===== src/rtl/uvs_pkg.sv =====
// ----------------------------------------------------------------------------
// uvs_pkg
// Shared types, constants and tables of the UV sphere tessellator.
// ----------------------------------------------------------------------------
package uvs_pkg;

    localparam int ANGLE_BITS    = 16;
    localparam int CORDIC_STEPS  = 24;
    localparam int BUF_DEPTH     = 8;
    localparam int BUF_AW        = $clog2(BUF_DEPTH);
    localparam int MAX_DIVISIONS = 256;

    localparam logic signed [33:0] CORDIC_GAIN = 34'sd652032874;
    localparam logic signed [16:0] COORD_MAX   = 17'sd65535;

    typedef enum logic [1:0] {
        KIND_FIRST,
        KIND_LAST,
        KIND_MID
    } kind_t;

    // One angle travelling down the rotation chain
    typedef struct packed {
        logic               valid;
        logic signed [33:0] x;
        logic signed [33:0] y;
        logic signed [31:0] z;
        logic [1:0]         quad;
        logic [1:0]         slot;
        kind_t              kind;
    } cord_t;

    // Sine/cosine write into the cell buffer
    typedef struct packed {
        logic               we;
        logic [1:0]         slot;
        kind_t              kind;
        logic signed [16:0] s;
        logic signed [16:0] c;
    } sc_wr_t;

    // Arctangent of 2^-i in units of 2^-32 turn
    function automatic logic [31:0] atan_turn(input logic [4:0] i);
        logic [31:0] r;
        begin
            case (i)
                5'd0:    r = 32'd536870912;
                5'd1:    r = 32'd316933411;
                5'd2:    r = 32'd167458907;
                5'd3:    r = 32'd85004756;
                5'd4:    r = 32'd42667331;
                5'd5:    r = 32'd21354465;
                5'd6:    r = 32'd10679838;
                5'd7:    r = 32'd5340245;
                5'd8:    r = 32'd2670163;
                5'd9:    r = 32'd1335087;
                5'd10:   r = 32'd667544;
                5'd11:   r = 32'd333772;
                5'd12:   r = 32'd166886;
                5'd13:   r = 32'd83443;
                5'd14:   r = 32'd41722;
                5'd15:   r = 32'd20861;
                5'd16:   r = 32'd10430;
                5'd17:   r = 32'd5215;
                5'd18:   r = 32'd2608;
                5'd19:   r = 32'd1304;
                5'd20:   r = 32'd652;
                5'd21:   r = 32'd326;
                5'd22:   r = 32'd163;
                5'd23:   r = 32'd81;
                default: r = 32'd0;
            endcase
            return r;
        end
    endfunction

    // Vertex offsets {dp, dq} of vertex k within a cell
    function automatic logic [1:0] pat_off(input kind_t kind, input logic [2:0] k);
        logic [1:0] r;
        begin
            r = 2'b00;
            unique case (kind)
                KIND_FIRST:
                begin
                    case (k)
                        3'd0:    r = 2'b11;
                        3'd1:    r = 2'b00;
                        default: r = 2'b10;
                    endcase
                end
                KIND_LAST:
                begin
                    case (k)
                        3'd0:    r = 2'b01;
                        3'd1:    r = 2'b00;
                        default: r = 2'b11;
                    endcase
                end
                default:
                begin
                    case (k)
                        3'd0:    r = 2'b11;
                        3'd1:    r = 2'b00;
                        3'd2:    r = 2'b10;
                        3'd3:    r = 2'b01;
                        3'd4:    r = 2'b00;
                        default: r = 2'b11;
                    endcase
                end
            endcase
            return r;
        end
    endfunction

    function automatic logic signed [16:0] sat_coord(input logic signed [35:0] v);
        logic signed [16:0] r;
        begin
            if (v > 36'sd65535)
                r = COORD_MAX;
            else if (v < -36'sd65535)
                r = -COORD_MAX;
            else
                r = v[16:0];
            return r;
        end
    endfunction

endpackage


===== src/rtl/uvs_cordic_cell.sv =====
// ----------------------------------------------------------------------------
// uvs_cordic_cell
// One rotation-mode CORDIC iteration, registered toward the next cell.
// ----------------------------------------------------------------------------
module uvs_cordic_cell
    import uvs_pkg::*;
(
    input  logic       clk,
    input  logic       rst_n,
    input  logic [4:0] stage,
    input  cord_t      cin,
    output cord_t      cout
);

    cord_t              cout_reg;
    cord_t              cout_next;
    logic signed [33:0] dx;
    logic signed [33:0] dy;
    logic signed [31:0] da;

    always_comb
    begin
        dx        = cin.y >>> stage;
        dy        = cin.x >>> stage;
        da        = $signed(atan_turn(stage));
        cout_next = cin;
        if (!cin.z[31])
        begin
            cout_next.x = cin.x - dx;
            cout_next.y = cin.y + dy;
            cout_next.z = cin.z - da;
        end
        else
        begin
            cout_next.x = cin.x + dx;
            cout_next.y = cin.y - dy;
            cout_next.z = cin.z + da;
        end
    end

    always_ff @(posedge clk or negedge rst_n)
    begin
        if (!rst_n)
            cout_reg <= '0;
        else
            cout_reg <= cout_next;
    end

    assign cout = cout_reg;

endmodule


===== config.mk =====
export PLATFORM = sky130hd
export DESIGN_NAME = uvs_cordic_cell
export DESIGN_NICKNAME = d
export VERILOG_FILES = /design/src/rtl/uvs_pkg.sv /design/src/rtl/uvs_cordic_cell.sv
export SDC_FILE = /design/constraint.sdc
export NUM_CORES = 1
export LEC_CHECK = 0
export BUFFER_PORTS_ARGS = -buffer_cell sky130_fd_sc_hd__buf_2
export CORE_ASPECT_RATIO = 0.7
export CORE_MARGIN = 2
export CORE_UTILIZATION = 40
export DETAILED_ROUTE_END_ITERATION = 6
export SYNTH_ARGS = -nofsm -noshare
export SYNTH_HDL_FRONTEND = slang
export SYNTH_SLANG_ARGS = --single-unit

===== constraint.sdc =====
create_clock -name clk -period 0.8 [get_ports clk]
set_input_delay 0.16 -clock clk [delete_from_list [all_inputs] [get_ports clk]]
set_output_delay 0.16 -clock clk [all_outputs]
set_load 0.01 [all_outputs]

### Yosys cells after proc, flatten, opt, wreduce, memory -nomap -nowiden

Memory sizes are Yosys's and may differ from the RTL's.
Cells that the tools add are included.

| word-level totals | value |
|---|---|
| memory bits (read-only) | 960 |
| logic and storage cells | 17 |
| bits of input ports | 114 |
| output and inout port bits | 107 |
| memories kept | 1 |
| flip-flop bits (word level) | 107 |

Memory list:

| name | words | width | read ports | clocked after Yosys merged registers in | wr ports | line | RTL |
|---|---|---|---|---|---|---|---|
| (name not given) | 32 | 30 | 1 | 0 | 0 | uvs_pkg.sv:46 | `case (i)` |

| operators by class | value |
|---|---|
| shift operators | 2 |
| multiplexer cells | 1 |
| add/sub/neg operators | 6 |

Operator list:

| operator | count |
|---|---|
| 2-to-1 mux 100 bit | 1 |
| adder 34 bit | 2 |
| >>> shifter 34 x 5 -> 34 bit | 2 |
| subtractor 34 bit | 2 |
| adder 32 bit | 1 |
| subtractor 32 bit | 1 |

### Logic depth before layout (Yosys ltp)

Gate-level depths: netlist (run 1).

| depth | value |
|---|---|
| word-level depth | 3 |
| gate-level depth with buffers | 28 |
| mapped depth without buffers | 22 |

### Worst setup path after synthesis (run 1)

Ideal clock, no wire load.

| timing path | value |
|---|---|
| path kind | input-to-reg |
| start point | in stage[1] |
| end point | reg cout_reg, in the netlist cout[37] |
| required time | 0.721 ns |
| library setup time | 0.079 ns |
| stages on the path | 25 |
| path buffers | 5 |
| slack | -4.603 ns |
| arrival | 5.324 ns |
| path through | buf_2 > inv_2 > buf_2 > buf_2 > buf_1 > ha_1 > clkbuf_1 > o221ai_1 > nand2_1 > a21oi_1 > ha_1 > nand2_1 > nor4_1 > a21oi_1 > xor2_1 > ha_1 > a21o_1 > a21o_1 > a21oi_1 > a21oi_1 > nor4b_1 > a21oi_1 > a211o_1 > a21oi_1 > xor2_1 |

RTL lines:

| item | line | RTL |
|---|---|---|
| start, declared | uvs_cordic_cell.sv:10 | `input logic [4:0] stage,` |
| end signal, assigned | uvs_cordic_cell.sv:46 | `cout_reg <= cout_next;` |
| end, declared | uvs_cordic_cell.sv:15 | `cord_t cout_reg;` |

==> results.md, run 1 <==
* Outcome: complete, but fails checks
* Failing checks: DRC, setup timing
* Layout area overhead at 69.16%
* Design area at 0.02566 mm2
* Fmax at ~210 MHz
* Hold Crit Endpoint: cout[6]
* Htree depth at 3
* Global-route wire length before repair at approximately 110 mm
* CP max FO at 15
* Gr usage total at between 30% and 40%
* RSZ-0062 raised after global routing: yes
* Hold Startpoint: cin[6]
* Post-synthesis simple-gate area fraction at between 15 and 20%
* Number of flops mapped to enable cells by yosys at 0
* Slew headroom at 45.18%
* Slew Limit Fails at 0
* Vias per cell at between 5 and 6
* CP Buf/Inv Count at 4
* Congestion Overflow GR at 0
* Worst hold path class: in -> reg
* Post-Synth XOR/XNOR Area at between 10% and 20%
* Netlist Area Pre-Place at around 0.015 mm2
* Minimum clock period at between 4 and 5 ns
* Switch share at between 40% and 50%
* Drt wl/cell at approximately 23 um
* Fillers at between 3000 and 4000
* Clock transition at path regs at about 0.080 ns
* Worst-path cell chain: buf_16, buf_12, mux4_2, mux2i_2, o2bb2ai_2, or3_4, nor4b_4, buf_4, and2_4, a41oi_2, xnor2_1, o21ai_2, ha_4, buf_4, a21o_1, a21oi_2, o21ai_2, o41ai_4, o21ai_1, a2111o_1, a211o_1, nand3_1
* Total CTS buffers at 9
* Tcrit/Tclk final at 595.6%
* Initial core utilization at 40.69%
* Io pins at around 220
* Compound-cell area share of the yosys netlist at a little under a quarter
* Worst setup margin at -3.965 ns
* Largest net degree at the start of global routing at between 50 and 60
* Distinct cell type count after synthesis at 100
* Reg power frac at 18.6%
* Crit Path Class: in -> reg
* Worst-Margin Slew at slightly above 0.8 ns
* P_leak at ~12 nW
* Final setup viols at approximately 210
* Fin. Hold Viols at 0
* Clock Sinks at about 110
* Final HPWL DP at 59.17 mm
* Syn. warnings at 0
* P_int at 0.02575 W
* Initial antenna violation count at 0
* Gate power share at about 70%
* Clock root buffer: clkbuf_16
* Core area at 0.03728 mm2
* Setup crit start: stage[0]
* Routed WL at around 75 mm
* Vias in the first global route at 19020
* Final ANT Viol Nets at 0
* Overall power at 0.04372 W
* Mapped Nets at approximately 2000
* Die Width at ~240 um
* Syn avg cell area at 8.722 um2
* Critical Path Start Type: input pin
* Peak VDD IR at roughly 0.0016 V
* Number of synthesized register bits at between 100 and 150
* Sequential fraction of the synthesis area at 17.65%
* Delay-heaviest family, CP: compound AO/OA/AOI/OAI gates
* N_diodes at 0
* Critical Path End Type: flip-flop
* Max FFs per register at roughly 110
* Via count at 18866
* Multiplexer share of the synthesized area at roughly a fifth
* CP required at around 1.1 ns
* Final Wtd Congestion at roughly 0.99
* Clock Power Share at between 10% and 20%
* CTS tree: yes
* Worst EP arrival at ~5 ns
* Max_cap viols at 0
* FFs w/ async S/R, synth at 100.0%
* Final #Nets at roughly 3000
* CP max stage delay at 0.55 ns
* Top FF cell, synth: dfrtp_1
* Gate Count Post-Synth at about 1700
* Register area at around 0.0027 mm2
* Clock buffer depth at 2
* Slowest CP cell: mux4_2
* Adder-Cell Fraction of Synth Area at a little under a tenth
* Net Switching at between 0.015 and 0.02 W
* Die area at roughly 0.040 mm2
* Row count at 59
* Main combinational cell family by area after synthesis: compound AO/OA/AOI/OAI gates
* DR iter-0 viols at ~1900
* Footprint of the multi-input gates at around 0.013 mm2
* Port-buffer cells at between 200 and 250
* Ratio of cells with drive above 1 in the final layout at 54.86%
* Hold Path Cell Cnt at 2
* Placed inst area at approximately 0.023 mm2
* Pre-antenna DRT Iters at 7
* Pwr per Cell Area at 1704 mW/mm2
* Chip Height at around 170 um
* Post-route DRC at 3
[cell families (layout without fill, tap and decap cells)]
logic type	after synthesis	count (layout)
DFF	107	107
and+or+nand+nor	518	518
muxes	171	171
buffers and inverters	147	1157
xor gates and xnor gates	175	175
AOI/OAI and AO/OA	513	513
adders and majority gates	108	108
[layer usage]
metal  GRT usage, %  wire [um]
met5              0          0
met4          9.686       2003
met3          11.64       7825
met2          57.40      32820
met1          50.78      32450
[cell usage in the layout, fill, tap and decap left out, drive strengths merged, types with 72 or more instances in the layout]
master	synthesis	layout
a21oi	152	152
buf	58	1085
dfrtp	107	107
ha	105	105
mux4	84	84
nand2	136	136
nor2	142	142
o21ai	76	76
xnor2	102	102
xor2	72	72
[cell type report]
type	instances	area share, %
sequential	107	10.44
timing repair buffer	1095	33.12
multi-input combinational	1485	52.02
clock buffer	10	0.9314
tap	488	2.380
clock inverter	6	0.3706
inverter	46	0.7510
[power by group through the flow]
| stage | Sequential [W] | Combinational, W | Clock (W) |
|---|---|---|---|
| final | 0.00813 | 0.0302 | 0.00540 |
| after global routing | 0.00831 | 0.0321 | 0.00567 |
| after CTS | 0.00807 | 0.0284 | 0.00555 |
| after detailed placement | 0.00813 | 0.0256 | 0 |
| after global placement | 0.00808 | 0.0253 | 0 |
| after floorplan | 0.00938 | 0.0118 | 0 |
[metrics by stage]
step	setup WS [ns]	hold WS (ns)	util, %	TNS (ns)	instances
after floorplan	-4.230	-0.1356	-	-308.77	1739
after global placement	-4.730	0.1697	61.28	-372.47	3119
after detailed placement	-4.741	0.1739	61.28	-376.04	3119
after CTS	-3.900	-0.01569	67.45	-329.27	3222
after global routing	-4.088	0.008649	68.83	-353.56	3237
final	-3.965	0.009810	68.83	-336.39	3237
[how the worst max path moves through the flow]
stage                endpoint  slack, ns  cells after the start
floorplan            cout[70]      -4.23                     23
global placement     cout[71]      -4.73                     23
detailed placement  cout[105]      -4.74                     22
CTS                 cout[105]      -3.90                     20
global route        cout[105]      -4.09                     23
finish               cout[70]      -3.96                     22
[synth_stat cells (all sizes together) (7+ instances only)]
master	instances	area, um2
a311oi	8	70.07
buf	58	392.9
xor2	72	630.6
and4	7	61.31
a22oi	8	65.06
xnor2	102	893.4
and3	20	125.1
a211oi	12	95.09
ha	105	1314
o21bai	17	127.6
nor2	142	535.5
a211o	8	70.07
nand3	36	185.2
a221oi	8	88.83
inv	43	161.4
o31ai	10	75.07
nor3b	10	80.07
and2	20	125.1
mux2	37	420.4
clkbuf	43	161.4
o21ai	76	380.4
mux4	84	1909
nor2b	29	181.4
dfrtp	107	2678
o21a	19	142.6
or3	7	43.79
a21oi	152	760.7
o211ai	13	97.59
o22ai	23	143.9
mux2i	50	500.5
nor4b	7	82.57
nand2	136	510.5
nand4	14	87.58
nand2b	28	175.2
a31oi	34	212.7
or2	11	68.82
nor3	33	180.2
a21o	42	315.3
[timing repair]
action,in CTS,in global routing
pin swaps,137,46
setup endpoints to repair,207,207
resized for setup,252,80
buffers inserted,74,16
gates cloned,8,0
endpoints found under the hold margin,115,0
hold buffers,8,0
Note: power is estimated with default switching activity, not from simulation.
==> run 2, diff against run 1 <==
clock period = 4.6 ns   (was 0.8 ns; I/O delays follow)
==> results.md, run 2 (same netlist as run 1, synthesis figures left out) <==
* Non-filler cells, final at 3273 (+1.1%)
* Clock buffer depth at 2 (unchanged)
* Critical Path End Type: flip-flop
* Initial core utilization at 40.69% (unchanged)
* RSZ-0062 raised after global routing: yes
* Final ANT Viol Nets at 0 (unchanged)
* Drt wl/cell at 24.21 um (+4.4%)
* Worst setup margin at -0.9922 ns (+2.973 ns)
* Final Wtd Congestion at 1.013 (+2.7%)
* Failing checks: setup timing
* P_int at 0.004498 W (-83%)
* Clock Sinks at 107 (unchanged)
* Max_cap viols at 0 (unchanged)
* Pwr per Cell Area at 290.6 mW/mm2 (-83%)
* Tcrit/Tclk final at 121.6%
* Htree depth at 3 (unchanged)
* Clock root buffer: clkbuf_16
* Pre-antenna DRT Iters at 6 (-1)
* Chip Height at 166.9 um (unchanged)
* Design area at 0.02678 mm2 (+4.4%)
* Die area at 0.03952 mm2 (unchanged)
* Worst hold path class: in -> async
* Congestion Overflow GR at 0 (unchanged)
* Worst EP arrival at 5.86 ns (+0.77 ns)
* Vias per cell at 5.891 (+1.1%)
* Max FFs per register at 107 (unchanged)
* Total CTS buffers at 9 (unchanged)
* Overall power at 0.007782 W (-82%)
* Core area at 0.03728 mm2 (unchanged)
* Largest net degree at the start of global routing at 68 (+21%)
* Final setup viols at 60 (-71%)
* Footprint of the multi-input gates at 0.01414 mm2 (+5.9%)
* Net Switching at 0.003284 W (-82%)
* Commonest non-fill, non-tap cell in the layout: buf_4
* Ratio of cells with drive above 1 in the final layout at 58.41% (+3.5 points)
* CP max FO at 5 (-10)
* Initial antenna violation count at 0 (unchanged)
* Gr usage total at 38.31% (+0.97 points)
* Clock Power Share at 10.2% (-2.1 points)
* Final #Nets at 3001 (+1.2%)
* Worst-Margin Slew at 0.9007 ns (+0.08977 ns)
* P_leak at 12.40 nW (+2.9%)
* CTS tree: yes
* Post-route DRC at 0 (-3)
* Routed WL at 79.25 mm (+5.5%)
* Die Width at 236.8 um (unchanged)
* Layout area overhead at 76.54%
* Placed inst area at 0.02252 mm2 (-1.4%)
* CP required at 4.87 ns (+3.74 ns)
* Switch share at 42.20% (+1.1 points)
* Final HPWL DP at 59.60 mm (+0.72%)
* Vias in the first global route at 18848 (-0.90%)
* Gate power share at 71.9% (+2.8 points)
* Row count at 59 (unchanged)
* Reg power frac at 17.9% (-0.7 points)
* Fmax at about 180 MHz
* Io pins at 221 (unchanged)
* Clock transition at path regs at 0.08 ns (about the same)
* DR iter-0 viols at 1963 (+3.6%)
* Register area at 0.002678 mm2 (unchanged)
* Fillers at 2766 (-7.8%)
* Peak VDD IR at 0.0002565 V (-83%)
* Most frequent cells in the layout: 780 x buf_4, 217 x buf_2, 120 x nor2_1, 115 x nand2_1, 107 x dfrtp_1
* Outcome: complete, but fails checks
* Crit Path Class: in -> reg
* Placed cells at 3093 (-0.83%)
* CTS Hold Buffers Added at 0 (-8)
* Port-buffer cells at 220 (unchanged)
* Minimum clock period at 5.592 ns
* Global-route wire length before repair at 115.3 mm (+1.9%)
* Slew headroom at 39.95% (-5.2 points)
* Critical Path Start Type: input pin
* Via count at 19282 (+2.2%)
* Slew Limit Fails at 0 (unchanged)
* Fin. Hold Viols at 0 (unchanged)
==> run 2: worst paths after layout <==
| kind | from | slack [ns] | cells past startpoint | endpoint |
|---|---|---|---|---|
| worst min-delay path | rst_n | 0.62 | 1 | cout[77] |
| max in group asynchronous | rst_n | 2.89 | 2 | cout[71] |
| min in group clk | cin[4] | 0.63 | 1 | cout[4] |
| worst max-delay path | stage[0] | -0.99 | 22 | cout[71] |
==> run 2: layout make-up <==
| class | instances | share of cell area (%) |
|---|---|---|
| antenna | 1 | 0.009345 |
| clock buffer | 10 | 0.8551 |
| clock inverter | 6 | 0.1542 |
| inverter | 46 | 0.7242 |
| multi-input combinational | 1485 | 52.79 |
| sequential | 107 | 9.999 |
| tap | 488 | 2.280 |
| timing repair buffer | 1130 | 33.18 |
==> run 2: power by group through the flow <==
stage | logic, W | registers [W] | clock network [W]
CTS | 0.00497 | 0.00140 | 0.000823
finish | 0.00559 | 0.00140 | 0.000794
global placement | 0.00439 | 0.00140 | 0
floorplan | 0.00204 | 0.00163 | 0
global route | 0.00593 | 0.00142 | 0.000843
detailed placement | 0.00444 | 0.00141 | 0
==> run 2: worst max-delay path, cell delays in order <==
cell       delay [ns]
bufbuf_16        0.25
buf_8            0.11
mux4_2           0.56
a21oi_1          0.31
a22oi_1          0.15
a32oi_2          0.22
nor3b_4          0.37
and2_4           0.25
a41oi_2          0.13
xnor2_1          0.14
o21ai_1          0.19
ha_1             0.31
buf_6            0.14
a21o_1           0.17
a21o_1           0.18
a21oi_2          0.23
o21ai_4          0.10
o31ai_4          0.25
a41o_1           0.26
o21ai_2          0.08
o41a_1           0.36
xnor2_2          0.15
==> run 2: through the flow <==
| step | setup TNS (ns) | util (%) | worst slack (ns) | hold slack [ns] |
|---|---|---|---|---|
| after floorplan | -27.54 | - | -1.190 | 0.6244 |
| after global placement | -78.62 | 60.40 | -1.563 | 1.028 |
| after detailed placement | -83.82 | 60.40 | -1.700 | 1.029 |
| after CTS | -20.80 | 67.47 | -0.8627 | 0.6135 |
| after global routing | -37.57 | 71.82 | -1.135 | 0.6087 |
| final | -28.19 | 71.83 | -0.9922 | 0.6237 |
==> run 2: routing by layer <==
layer	part of all wire, %	global-route usage [%]
met3	11	10.87
met4	3.2	10.15
met2	44	58.08
met1	42	53.34
met5	0	0
==> run 2: timing repair <==
action / 4_1_cts / 5_1_grt
setup endpoints to repair: 77 / 71
resized for setup: 300 / 245
gates cloned: 7 / 0
setup buffers: 110 / 68
pin swaps: 195 / 192
==> run 3, diff against run 2 <==
PLACE_DENSITY = 0.56   (was not set)
==> results.md, run 3 (same netlist as run 1, synthesis figures left out) <==
* Critical Path Start Type: input pin
* Critical Path End Type: flip-flop
* Pwr per Cell Area at 291.9 mW/mm2 (+0.44%)
* Via count at 19257 (-0.13%)
* Placed inst area at 0.02279 mm2 (+1.2%)
* Clock root buffer: clkbuf_16
* Initial core utilization at 40.69% (unchanged)
* Fmax at 180.7 MHz (+1.0%)
* Total CTS buffers at 9 (unchanged)
* Htree depth at 3 (unchanged)
* CP max stage delay at 0.64 ns (+0.08 ns)
* Global-route wire length before repair at 114.6 mm (-0.59%)
* Vias in the first global route at 19062 (+1.1%)
* Minimum clock period at 5.535 ns (-0.05748 ns)
* Clock transition at path regs at 0.08 ns (about the same)
* Clock buffer depth at 2 (unchanged)
* Chip Height at 166.9 um (unchanged)
* Vias per cell at 5.873 (-0.31%)
* Worst-path cell chain: buf_16, buf_12, buf_8, buf_6, mux4_2, mux2i_1, o22ai_1, a211o_1, or3_4, or4_4, nor2_4, buf_4, a21oi_1, xor2_1, ha_1, nor3_1, o211ai_1, o21ai_1, o21ai_1, a21oi_2, o211ai_1, a2111oi_2, nand3b_1
* CP max FO at 8 (+3)
* Final Wtd Congestion at 1.031 (+1.8%)
* Post-route DRC at 0 (unchanged)
* Crit Path Class: in -> reg
* Tcrit/Tclk final at 120.3% (-1.2 points)
* Slowest CP cell: or4_4
* Die area at 0.03952 mm2 (unchanged)
* Outcome: complete, but fails checks
* Max FFs per register at 107 (unchanged)
* Die Width at 236.8 um (unchanged)
* Placed cells at 3126 (+1.1%)
* Failing checks: setup timing
* Clock Sinks at 107 (unchanged)
* CTS Hold Buffers Added at 0 (unchanged)
* RSZ-0062 raised after global routing: yes
* Design area at 0.02664 mm2 (-0.52%)
* Fin. Hold Viols at 0 (unchanged)
* Setup TNS at -27.45 ns (+0.7461 ns)
* Net Switching at 0.003264 W (-0.63%)
* Final #Nets at 3006 (+0.17%)
* Congestion Overflow GR at 0 (unchanged)
* Io pins at 221 (unchanged)
* DR iter-0 viols at 1790 (-8.8%)
* Met3 WL at 7.731 mm (-7.6%)
* Clock Power Share at 10.7% (+0.5 points)
* Fillers at 2804 (+1.4%)
* Pre-antenna DRT Iters at 6 (unchanged)
* Routed WL at 77.37 mm (-2.4%)
* Commonest non-fill, non-tap cell in the layout: buf_4
* Final setup viols at 62 (+3.3%)
* Row count at 59 (unchanged)
* Switch share at 41.97% (-0.23 points)
* Delay-heaviest family, CP: simple AND/OR/NAND/NOR gates
* Non-filler cells, final at 3279 (+0.18%)
* Layout area overhead at 75.62%
* Reg power frac at 17.9% (about the same)
* WL met2 at 34.33 mm (-1.4%)
* CTS tree: yes
* Largest net degree at the start of global routing at 49 (-28%)
* WL met1 at 33.27 mm (-0.72%)
* P_int at 0.004512 W (+0.33%)
* CP required at 4.94 ns (+0.07 ns)
* Top routing layer used: met5
* Initial antenna violation count at 1 (+1)
* Peak VDD IR at 0.0002502 V (-2.5%)
* Slew headroom at 50.68% (+11 points)
* Final HPWL DP at 59.10 mm (-0.84%)
* Worst EP arrival at 5.87 ns (about the same)
* Final ANT Viol Nets at 0 (unchanged)
* Ratio of cells with drive above 1 in the final layout at 59.05% (+0.65 points)
* Most frequent cells in the layout: 791 x buf_4, 215 x buf_2, 118 x nand2_1, 116 x nor2_1, 107 x dfrtp_1
* Slew Limit Fails at 0 (unchanged)
* Final core occ at 71.46% (-0.37 points)
* Max_cap viols at 0 (unchanged)
* Port-buffer cells at 220 (unchanged)
* Worst hold path class: in -> async
* Worst setup margin at -0.9347 ns (+0.05748 ns)
* CP Buf/Inv Count at 5 (+2)
* Worst-Margin Slew at 0.7358 ns (-0.1649 ns)
* Core area at 0.03728 mm2 (unchanged)
* Gr usage total at 37.77% (-0.54 points)
* Gate power share at 71.3% (-0.6 points)
* P_leak at 12.39 nW (-0.13%)
* Drt wl/cell at 23.59 um (-2.6%)
==> run 3: cell count changes in the layout (fill, tap and decap cells not counted), sizes merged <==
cell	change
clkinv	+1
inv	+2
diode	+1
clkinvlp	-3
buf	+5
==> run 3: final timing paths <==
path                       startpoint        end  slack, ns  cells past startpoint
min in group clk               cin[5]    cout[5]       0.62                      1
max                          stage[0]  cout[104]      -0.93                     23
min                             rst_n   cout[76]       0.36                      1
max in group asynchronous       rst_n   cout[26]       3.34                      2
==> run 3: area by class of cell <==
cell class                      instances  area [um2]  area share [%]
Clock buffer                           10       239.0          0.8971
Timing Repair Buffer                 1135        8756           32.87
Inverter                               46       195.2          0.7327
Clock inverter                          6       46.29          0.1738
Tap cell                              488       610.6           2.292
Multi-Input combinational cell       1485       14110           52.97
Sequential cell                       107        2678           10.05
Antenna cell                            2       5.005         0.01879
==> run 3: power by group through the flow <==
stage / clock [W] / sequential (W) / combinational (W)
2_1_floorplan: 0 / 0.00163 / 0.00204
6_report: 0.000833 / 0.00140 / 0.00555
3_5_place_dp: 0 / 0.00141 / 0.00447
5_1_grt: 0.000876 / 0.00143 / 0.00588
3_3_place_gp: 0 / 0.00141 / 0.00442
4_1_cts: 0.000859 / 0.00140 / 0.00505
==> run 3: per-layer routing <==
metal,GRT usage (%),up-vias
met4,9.989,2
met5,0,-
met3,10.21,145
met2,58.45,948
met1,51.97,9488
li1,-,8674
==> run 3: stage by stage <==
step / total power (W) / setup slack, ns / hold WS [ns]
after detailed placement: 0.005880 / -1.699 / 0.7811
after global routing: 0.008184 / -1.114 / 0.3660
after global placement: 0.005823 / -1.640 / 0.7791
final: 0.007776 / -0.9347 / 0.3589
after CTS: 0.007309 / -0.8831 / 0.3583
after floorplan: 0.003674 / -1.190 / 0.6244
==> run 3: what timing repair did <==
item,4_1_cts,5_1_grt
resized for setup,347,184
cloned,4,0
pin swaps,205,188
setup buffers,94,64
endpoints found under the setup margin,72,73
